==> src/sv/assert_macros.svh <==
// Assertion helpers used by the top-level unit.
`ifndef ASSERT_MACROS_SVH
`define ASSERT_MACROS_SVH

// Same-cycle implication, sampled on clk, held off during reset.
`define ASSERT_SAME(label, ante, cons) \
    label: assert property (@(posedge clk) disable iff (!rst_n) (ante) |-> (cons)) \
        else $error("assertion failed");

// Next-cycle implication, sampled on clk, held off during reset.
`define ASSERT_NEXT(label, ante, cons) \
    label: assert property (@(posedge clk) disable iff (!rst_n) (ante) |=> (cons)) \
        else $error("assertion failed");

`endif

==> src/sv/mhbw_pkg.sv <==
`timescale 1ns / 1ps
`default_nettype none

package mhbw_pkg;

    // Write modes carried with each output word
    localparam logic [1:0] MODE_STORE = 2'd0;
    localparam logic [1:0] MODE_OR    = 2'd1;
    localparam logic [1:0] MODE_AND   = 2'd2;

    localparam logic [5:0] COLUMNS_RESET = 6'd40;

    // Controller -> datapath
    typedef struct packed {
        logic load;     // capture the input word
        logic setup;    // compute address, byte range and edge pixels
        logic advance;  // step to the next byte
    } mhbw_cmd_t;

    // Datapath -> controller
    typedef struct packed {
        logic skip;     // request draws nothing
        logic at_last;  // current byte is the last of the span
    } mhbw_status_t;

    function automatic logic [7:0] fill_pattern(input logic [1:0] color);
        logic [7:0] pat;
        unique case (color)
            2'd0:    pat = 8'h00;
            2'd1:    pat = 8'h55;
            2'd2:    pat = 8'haa;
            default: pat = 8'hff;
        endcase
        return pat;
    endfunction

endpackage

`default_nettype wire

==> src/sv/mhbw_ctrl.sv <==
`timescale 1ns / 1ps
`default_nettype none

module mhbw_ctrl
    import mhbw_pkg::*;
(
    input  wire logic         clk,
    input  wire logic         rst_n,
    input  wire logic         in_valid,
    output logic              in_ready,
    output logic              out_valid,
    input  wire logic         out_ready,
    input  wire mhbw_status_t status,
    output mhbw_cmd_t         cmd
);

    typedef enum logic [2:0] {
        ST_IDLE  = 3'b001,
        ST_SETUP = 3'b010,
        ST_EMIT  = 3'b100
    } state_t;

    state_t state_reg;
    state_t state_next;

    always_ff @(posedge clk or negedge rst_n)
    begin
        if (!rst_n)
        begin
            state_reg <= ST_IDLE;
        end
        else
        begin
            state_reg <= state_next;
        end
    end

    always_comb
    begin
        state_next  = state_reg;
        cmd         = '0;
        in_ready    = 1'b0;
        out_valid   = 1'b0;
        unique case (state_reg)
            ST_IDLE:
            begin
                in_ready = 1'b1;
                if (in_valid)
                begin
                    cmd.load   = 1'b1;
                    state_next = ST_SETUP;
                end
            end
            ST_SETUP:
            begin
                cmd.setup  = 1'b1;
                state_next = status.skip ? ST_IDLE : ST_EMIT;
            end
            ST_EMIT:
            begin
                out_valid = 1'b1;
                if (out_ready)
                begin
                    if (status.at_last)
                    begin
                        state_next = ST_IDLE;
                    end
                    else
                    begin
                        cmd.advance = 1'b1;
                    end
                end
            end
            default:
            begin
                state_next = ST_IDLE;
            end
        endcase
    end

endmodule

`default_nettype wire

==> src/sv/mhbw_dpath.sv <==
`timescale 1ns / 1ps
`default_nettype none

module mhbw_dpath
    import mhbw_pkg::*;
#(
    parameter int MAX_COLUMNS = 40,
    parameter int CHAR_ROWS   = 25
) (
    input  wire logic         clk,
    input  wire logic         rst_n,
    input  wire mhbw_cmd_t    cmd,
    output mhbw_status_t      status,
    input  wire logic         cfg_we,
    input  wire logic [5:0]   cfg_columns,
    input  wire logic [7:0]   start_x,
    input  wire logic [7:0]   row_y,
    input  wire logic [7:0]   span_length,
    input  wire logic [1:0]   pixel_color,
    output logic      [12:0]  write_offset,
    output logic      [7:0]   write_data,
    output logic      [1:0]   write_mode,
    output logic              last_write
);

    localparam int CLOG_COLS = $clog2(MAX_COLUMNS + 1);
    localparam int COLS_W    = (CLOG_COLS > 6) ? CLOG_COLS : 6;
    localparam int WIDE_W    = COLS_W + 2;
    localparam int SPAN_W    = (WIDE_W > 9) ? WIDE_W : 9;
    localparam int BYTE_W    = SPAN_W - 2;
    localparam int PROD_W    = COLS_W + 8;
    localparam int ROW_LIMIT = CHAR_ROWS * 8;
    localparam logic [COLS_W-1:0] MAX_COLS = COLS_W'(MAX_COLUMNS);
    localparam logic [8:0]        ROW_LIM  = 9'(ROW_LIMIT);

    logic [5:0]        columns_reg;
    logic [7:0]        x_reg;
    logic [7:0]        y_reg;
    logic [7:0]        len_reg;
    logic [1:0]        color_reg;
    logic [12:0]       cursor_reg;
    logic [BYTE_W-1:0] byte_reg;
    logic [BYTE_W-1:0] last_reg;
    logic [1:0]        hi_reg;
    logic              first_reg;

    // Setup arithmetic
    logic [COLS_W-1:0] cols;
    logic [SPAN_W-1:0] width;
    logic [SPAN_W-1:0] end_sum;
    logic [SPAN_W-1:0] end_clip;
    logic [SPAN_W-1:0] end_m1;
    logic [PROD_W-1:0] row_base;
    logic [12:0]       first_off;
    logic              skip;

    // Per-byte write generation
    logic [1:0] lo;
    logic [1:0] hi;
    logic [7:0] mask;
    logic [7:0] pat;

    always_comb
    begin
        cols     = (COLS_W'(columns_reg) > MAX_COLS)
                   ? MAX_COLS : COLS_W'(columns_reg);
        width    = SPAN_W'({cols, 2'b00});
        end_sum  = SPAN_W'(x_reg) + SPAN_W'(len_reg);
        end_clip = (end_sum > width) ? width : end_sum;
        end_m1   = end_clip - SPAN_W'(1);
        skip     = (len_reg == 8'd0) || (SPAN_W'(x_reg) >= width)
                   || ({1'b0, y_reg} >= ROW_LIM);
        row_base = PROD_W'(cols) * PROD_W'({y_reg[7:3], 3'b000});
        first_off = row_base[12:0] + 13'({5'd0, y_reg[2:0]})
                    + 13'({x_reg[7:2], 3'b000});
    end

    always_ff @(posedge clk or negedge rst_n)
    begin
        if (!rst_n)
        begin
            columns_reg <= COLUMNS_RESET;
        end
        else if (cfg_we)
        begin
            columns_reg <= cfg_columns;
        end
    end

    always_ff @(posedge clk)
    begin
        if (cmd.load)
        begin
            x_reg     <= start_x;
            y_reg     <= row_y;
            len_reg   <= span_length;
            color_reg <= pixel_color;
        end
        if (cmd.setup)
        begin
            cursor_reg <= first_off;
            byte_reg   <= BYTE_W'(x_reg[7:2]);
            last_reg   <= end_m1[SPAN_W-1:2];
            hi_reg     <= end_m1[1:0];
            first_reg  <= 1'b1;
        end
        else if (cmd.advance)
        begin
            cursor_reg <= cursor_reg + 13'd8;
            byte_reg   <= byte_reg + BYTE_W'(1);
            first_reg  <= 1'b0;
        end
    end

    always_comb
    begin
        status.skip    = skip;
        status.at_last = (byte_reg == last_reg);
        lo   = first_reg ? x_reg[1:0] : 2'd0;
        hi   = status.at_last ? hi_reg : 2'd3;
        // pixel 0 sits in bits 7..6
        mask = (8'hff >> {lo, 1'b0}) & (8'hff << {2'd3 - hi, 1'b0});
        pat  = fill_pattern(color_reg);
        if ((lo == 2'd0) && (hi == 2'd3))
        begin
            write_data = pat;
            write_mode = MODE_STORE;
        end
        else if (color_reg == 2'd0)
        begin
            write_data = ~mask;
            write_mode = MODE_AND;
        end
        else
        begin
            write_data = pat & mask;
            write_mode = MODE_OR;
        end
        write_offset = cursor_reg;
        last_write   = status.at_last;
    end

endmodule

`default_nettype wire

==> src/sv/multicolor_hline_byte_writer_unit.sv <==
// Flow: an accepted word is followed by the setup state; the first write word
//   is offered on the next cycle, then one write word per cycle while m_axis_tready is high.
// A new request is taken only after the last write word (at most MAX_COLUMNS per
//   request) is handed over, or after setup when the request draws nothing.
// Reset (rst_n low, asynchronous): controller returns to idle, screen_columns
//   returns to 40, no word is pending on either side.
`timescale 1ns / 1ps
`default_nettype none

`include "assert_macros.svh"

module multicolor_hline_byte_writer_unit
    import mhbw_pkg::*;
#(
    parameter int MAX_COLUMNS = 40,   // widest row in character cells, 1..80
    parameter int CHAR_ROWS   = 25    // character rows on screen, 1..32
) (
    input  wire logic        clk,
    input  wire logic        rst_n,
    // configuration: screen_columns
    input  wire logic        cfg_valid,
    output logic             cfg_ready,
    input  wire logic [5:0]  cfg_data,
    // request stream
    input  wire logic        s_axis_tvalid,
    output logic             s_axis_tready,
    input  wire logic [31:0] s_axis_tdata,   // start_x[7:0], row_y[15:8],
                                             // span_length[23:16], pixel_color[25:24]
    // byte write stream
    output logic             m_axis_tvalid,
    input  wire logic        m_axis_tready,
    output logic [23:0]      m_axis_tdata,   // write_offset[12:0], write_data[20:13],
                                             // write_mode[22:21]
    output logic             m_axis_tlast    // last_write
);

    mhbw_cmd_t    cmd;
    mhbw_status_t status;

    logic [12:0] write_offset;
    logic [7:0]  write_data;
    logic [1:0]  write_mode;

    // The user must write the register only while idle; the block does not enforce it, so always take it.
    assign cfg_ready = 1'b1;

    // Sequencer: idle -> setup -> emit words -> idle, or setup -> idle when the request draws nothing
    mhbw_ctrl u_ctrl (
        .clk       (clk),
        .rst_n     (rst_n),
        .in_valid  (s_axis_tvalid),
        .in_ready  (s_axis_tready),
        .out_valid (m_axis_tvalid),
        .out_ready (m_axis_tready),
        .status    (status),
        .cmd       (cmd)
    );

    // Address, byte range and mask generation
    mhbw_dpath #(
        .MAX_COLUMNS (MAX_COLUMNS),
        .CHAR_ROWS   (CHAR_ROWS)
    ) u_dpath (
        .clk          (clk),
        .rst_n        (rst_n),
        .cmd          (cmd),
        .status       (status),
        .cfg_we       (cfg_valid & cfg_ready),
        .cfg_columns  (cfg_data),
        .start_x      (s_axis_tdata[7:0]),
        .row_y        (s_axis_tdata[15:8]),
        .span_length  (s_axis_tdata[23:16]),
        .pixel_color  (s_axis_tdata[25:24]),
        .write_offset (write_offset),
        .write_data   (write_data),
        .write_mode   (write_mode),
        .last_write   (m_axis_tlast)
    );

    // Pack the outgoing word, zero fill to a whole byte
    assign m_axis_tdata = {1'b0, write_mode, write_data, write_offset};

    // One request at a time: never take a request while a write is offered.
    `ASSERT_SAME(a_one_at_a_time, m_axis_tvalid, !s_axis_tready)
    // An accepted request always goes through setup before any write is offered.
    `ASSERT_NEXT(a_setup_gap, s_axis_tvalid && s_axis_tready, !m_axis_tvalid && !s_axis_tready)
    // Handing over the final word frees the input side for the next request.
    `ASSERT_NEXT(a_last_frees, m_axis_tvalid && m_axis_tready && m_axis_tlast, s_axis_tready)
    // Write mode is never the unused code.
    `ASSERT_SAME(a_mode_legal, m_axis_tvalid, m_axis_tdata[22:21] != 2'd3)

endmodule

`default_nettype wire
==> config.mk <==
export PLATFORM = sky130hd
export DESIGN_NAME = multicolor_hline_byte_writer_unit
export DESIGN_NICKNAME = d
export VERILOG_FILES = /design/src/sv/mhbw_pkg.sv /design/src/sv/mhbw_ctrl.sv /design/src/sv/mhbw_dpath.sv /design/src/sv/multicolor_hline_byte_writer_unit.sv
export VERILOG_INCLUDE_DIRS = /design/src /design/src/sv
export SDC_FILE = /design/constraint.sdc
export NUM_CORES = 1
export LEC_CHECK = 0
export BUFFER_PORTS_ARGS = -buffer_cell sky130_fd_sc_hd__buf_4
export CELL_PAD_IN_SITES_DETAIL_PLACEMENT = 1
export CELL_PAD_IN_SITES_GLOBAL_PLACEMENT = 1
export CORE_UTILIZATION = 40
export DETAILED_ROUTE_END_ITERATION = 16
export GPL_ROUTABILITY_DRIVEN = 0
export PLACE_DENSITY_LB_ADDON = 0.1
export RECOVER_POWER = 50
export SLEW_MARGIN = 20
export SYNTH_ARGS = -nofsm -noshare
export SYNTH_HDL_FRONTEND = slang
export SYNTH_SLANG_ARGS = --single-unit
==> constraint.sdc <==
create_clock -name clk -period 5.7 [get_ports clk]
set_input_delay 0.855 -clock clk [delete_from_list [all_inputs] [get_ports clk]]
set_output_delay 0.855 -clock clk [all_outputs]
set_load 0.02 [all_outputs]
==> tab_implementation.tex <==
\begin{tabular}{lr}
\hline
Metric & Value \\
\hline
\multicolumn{2}{l}{\textbf{Outcome}} \\
Outcome & finished, violations left \\
Violations in the final reports & capacitance limit, slew limit \\
\multicolumn{2}{l}{\textbf{Clocking}} \\
Max Buffers Root-to-Sink & 2 \\
Clock latency of the later-clocked register in the worst-skew pair & between 300 and 400 ps \\
Count of hold-fix buffers inserted at cts & 0 \\
H-Tree Level Count & 3 \\
PostCTS Resize Cnt & 0 \\
Total number of clock tree sinks & 65 \\
Clock buffer count from CTS & 9 \\
Buffers inserted during post-CTS setup optimization & 0 \\
CTS tree & yes \\
Clock-pin transition on the worst setup and hold timing paths & 60 ps \\
Root Buffer Master & sky130\_fd\_sc\_hd\_\_clkbuf\_16 \\
\multicolumn{2}{l}{\textbf{GRT}} \\
Antenna violations before repair & 0 \\
Global-route wire length before repair & 17900 um \\
Highest-utilization routing layer at the global route stage & met2 \\
GR Layer Usage met3 & 0.0388 \\
Vias in the first global route & 3632 \\
Met2 Resource Use GR & 0.331 \\
Pin count of the biggest net entering global routing & 29 \\
Global routing met1 resource utilization & 0.263 \\
Global Route Usage Sum & 0.202 \\
Global-route congestion overflow total & 0 \\
\multicolumn{2}{l}{\textbf{Critical path}} \\
CP required & between 5000 and 6000 ps \\
Critical Path End Type & flip-flop \\
Launch instance of the worst register-to-register path & u\_dpath.columns\_reg[5]\$\_DFFE\_PN1P\_ \\
Largest fanout of any net on the critical path & 18 \\
Family with the most delay on the worst path & adder cells \\
Slowest stage cell on the critical path & sky130\_fd\_sc\_hd\_\_dfstp\_1 \\
Max stage delay on crit path & just over 700 ps \\
Worst path bufs/invs & 3 \\
Cell-by-cell listing of the critical path & o21ai\_1 -> buf\_4 -> nand2\_1 -> inv\_1 -> nand2\_1 -> fa\_1 -> fa\_1 -> fa\_1 -> inv\_1 -> ha\_1 -> nor2b\_1 -> nor2\_1 -> xnor2\_1 -> ha\_1 -> nand2\_1 -> o21ai\_0 -> nand3\_1 -> xor2\_1 -> a21oi\_1 \\
Launching element type of the critical path & flip-flop \\
Launching instance or port of the critical path & u\_dpath.columns\_reg[5]\$\_DFFE\_PN1P\_ \\
Type of the worst setup path & flip-flop to flip-flop \\
Worst endpoint data arrival time & 5100 ps \\
\multicolumn{2}{l}{\textbf{Synth}} \\
Fraction of registers with async set or reset after synthesis & 0.138 \\
Number of synthesized flops with an enable pin & 54 \\
Yosys cell types & 49 \\
Yosys synthesis warning count & 0 \\
Synthesized area divided by synthesized cell count & roughly 10 um2 \\
Share of the yosys chip area belonging to registers & 0.404 \\
Post-synth top flop & sky130\_fd\_sc\_hd\_\_edfxtp\_1 \\
Mapped cell area & between 4000 and 5000 um2 \\
Number of instances in the synthesized netlist & approximately 450 \\
Yosys reg bits & 65 \\
Synth Net Count & approximately 550 \\
\multicolumn{2}{l}{\textbf{STA}} \\
Setup tns final & 0 ps \\
Number of failing hold endpoints at the final stage & 0 \\
Unrepaired setup endpoints after global routing & false \\
Layout Skew & approximately 12 ps \\
Pins over their slew limit & 28 \\
Slew @ Worst Pin & roughly 1800 ps \\
Worst rel slew slack & -0.187 \\
Max Fclk & between 0.15 and 0.2 GHz \\
Min Clock Period, post-route & around 5100 ps \\
Final critical-path share of the clock period & 0.888 \\
Number of failing setup endpoints in the final timing report & 0 \\
\multicolumn{2}{l}{\textbf{Layout}} \\
End-of-flow core utilization & 0.488 \\
\# diodes & 0 \\
Count of filler cells inserted in the layout & $\sim$1300 \\
Post-layout net count & a little over 600 \\
Largest register FFs & 13 \\
Share of post-route cells with drive strength above 1 & 0.163 \\
Synth-to-layout area growth & 19.0\% \\
Non-Filler Instances & 663 \\
\multicolumn{2}{l}{\textbf{Pwr}} \\
Areal power density over the cells & 476 nW/um2 \\
Static power due to leakage & roughly 2.4 nW \\
Worst IR drop on VDD & roughly 300 uV \\
Final total power & roughly 2.7 mW \\
\multicolumn{2}{l}{\textbf{Run}} \\
Max-Cap Viols & 1 \\
\multicolumn{2}{l}{\textbf{Routing}} \\
Drt pass-1 iters & 4 \\
Initial drt markers & slightly above 100 \\
Routed wire length & approximately 11000 um \\
WL/cell & between 15 and 20 um \\
Total vias in the final route & $\sim$3500 \\
Post-route ant nets & 0 \\
Average via count per standard cell & between 5 and 6 \\
Residual DRC count & 0 \\
\multicolumn{2}{l}{\textbf{Min path}} \\
Worst hold path class & primary input to asynchronous set/reset pin \\
\multicolumn{2}{l}{\textbf{Die}} \\
Initial standard-cell utilization of the core & 0.410 \\
Die Height & roughly 110 um \\
Area of the core & 11400 um2 \\
Die W & about 110 um \\
Number of top-level pins & 71 \\
Die area & around 12000 um2 \\
Number of placement rows & 39 \\
\multicolumn{2}{l}{\textbf{Placement}} \\
Number of placed cells counting well taps & between 600 and 700 \\
Count of port buffers added during placement & slightly above 60 \\
Half-perimeter wire length of the detailed placement result & $\sim$8500 um \\
\hline
\end{tabular}
where the power goes:
group | switching, mW | leakage, nW | internal (mW)
sequential | 0.0985 | 0.619 | 0.671
clock | 0.217 | 0.160 | 0.383
combinational | 0.748 | 1.61 | 0.536
per-stage QoR:
step | cell area [um2] | hold slack (ps) | worst slack [ps]
after floorplan | 4680 | 445 | 1020
after global placement | 5310 | 477 | 786
after detailed placement | 5310 | 499 | 718
after CTS | 5620 | 328 | 684
after global routing | 5570 | 518 | 236
final | 5570 | 502 | 636
logic make-up (layout without fill, tap and decap cells):
group / count (synthesis) / after routing / share of synthesized area
AO/OA/AOI/OAI: 80 / 80 / 0.106
XOR/XNOR: 48 / 48 / 0.0928
adder cells (fa/ha/maj): 60 / 60 / 0.181
buffers and inverters: 31 / 103 / 0.0265
flip-flops: 65 / 65 / 0.404
multiplexers: 13 / 13 / 0.0307
other: 2 / 2 / 0.00160
AND/OR/NAND/NOR: 149 / 149 / 0.158
worst paths after layout:
| path | cells past startpoint | slack [ps] | end |
|---|---|---|---|
| max in group asynchronous | 1 | 4800 | u_dpath.columns_reg[0]$_DFFE_PN0P_ |
| max | 19 | 640 | u_dpath.write_offset[11]$_DFFE_PP_ |
| min in group clk | 2 | 500 | u_dpath.first_reg$_SDFFE_PP1P_ |
| max reg2reg | 19 | 640 | u_dpath.write_offset[11]$_DFFE_PP_ |
| min | 1 | 500 | u_dpath.columns_reg[2]$_DFFE_PN0P_ |
| min reg2reg | 2 | 500 | u_dpath.first_reg$_SDFFE_PP1P_ |
cell type report:
type,count,area (um2),share of cell area
multi-input combinational,352,2670,0.479
sequential,65,1890,0.340
timing repair buffer,65,432,0.0775
clock buffer,9,225,0.0404
tap,143,179,0.0321
clock inverter,7,92.6,0.0166
inverter,22,82.6,0.0148
cells in the mapped netlist (3+ instances only):
cell                        n  share of area
sky130_fd_sc_hd__nor2b_1    6         0.0080
sky130_fd_sc_hd__ha_1      47           0.13
sky130_fd_sc_hd__and2_1    10          0.013
sky130_fd_sc_hd__nand4_1    5         0.0067
sky130_fd_sc_hd__o31ai_1    4         0.0064
sky130_fd_sc_hd__a211oi_1   3         0.0048
sky130_fd_sc_hd__xnor2_1   24          0.045
sky130_fd_sc_hd__o21a_1     4         0.0064
sky130_fd_sc_hd__nor4_1     3         0.0040
sky130_fd_sc_hd__nand2b_1   3         0.0040
sky130_fd_sc_hd__dfstp_2    3          0.017
sky130_fd_sc_hd__o21ai_1    4         0.0043
sky130_fd_sc_hd__nand3_1   15          0.016
sky130_fd_sc_hd__a21oi_1   19          0.020
sky130_fd_sc_hd__a21o_1     7          0.011
sky130_fd_sc_hd__dfrtp_1    6          0.032
sky130_fd_sc_hd__a31oi_1    3         0.0040
sky130_fd_sc_hd__fa_1      13          0.056
sky130_fd_sc_hd__and3_1    18          0.024
sky130_fd_sc_hd__o21ai_0   27          0.029
sky130_fd_sc_hd__edfxtp_1  54           0.35
sky130_fd_sc_hd__nand2_1   45          0.036
sky130_fd_sc_hd__xor2_1    23          0.043
sky130_fd_sc_hd__clkbuf_1   6         0.0048
sky130_fd_sc_hd__inv_1     22          0.018
sky130_fd_sc_hd__nor2_1    29          0.023
sky130_fd_sc_hd__mux2_2    11          0.026
sky130_fd_sc_hd__nor3_1     6         0.0064
routing by layer:
layer / wire (um) / vias to the layer above
met5: 0 / -
li1: - / 1746
met3: 355 / 8
met4: 154 / 0
met1: 5420 / 1651
met2: 5170 / 55
cell usage in the layout, fill, tap and decap left out, types with 3 or more instances in the layout:
cell type	n
sky130_fd_sc_hd__ha_1	47
sky130_fd_sc_hd__nor4_1	3
sky130_fd_sc_hd__edfxtp_1	54
sky130_fd_sc_hd__clkbuf_16	9
sky130_fd_sc_hd__nand2_1	45
sky130_fd_sc_hd__and2_1	8
sky130_fd_sc_hd__a21o_1	7
sky130_fd_sc_hd__xnor2_1	24
sky130_fd_sc_hd__o31ai_1	4
sky130_fd_sc_hd__a211oi_1	3
sky130_fd_sc_hd__mux2_2	11
sky130_fd_sc_hd__dfrtp_1	6
sky130_fd_sc_hd__nor2_1	29
sky130_fd_sc_hd__a21oi_1	19
sky130_fd_sc_hd__nand4_1	5
sky130_fd_sc_hd__clkinv_2	3
sky130_fd_sc_hd__nand2b_1	3
sky130_fd_sc_hd__clkbuf_4	26
sky130_fd_sc_hd__inv_1	22
sky130_fd_sc_hd__nand3_1	15
sky130_fd_sc_hd__o21ai_0	27
sky130_fd_sc_hd__a31oi_1	3
sky130_fd_sc_hd__fa_1	13
sky130_fd_sc_hd__nor3_1	6
sky130_fd_sc_hd__o21ai_1	4
sky130_fd_sc_hd__o21a_1	4
sky130_fd_sc_hd__xor2_1	23
sky130_fd_sc_hd__clkbuf_1	15
sky130_fd_sc_hd__buf_4	24
sky130_fd_sc_hd__nor2b_1	6
sky130_fd_sc_hd__and3_1	18
Power figures use the tool's default switching activity.
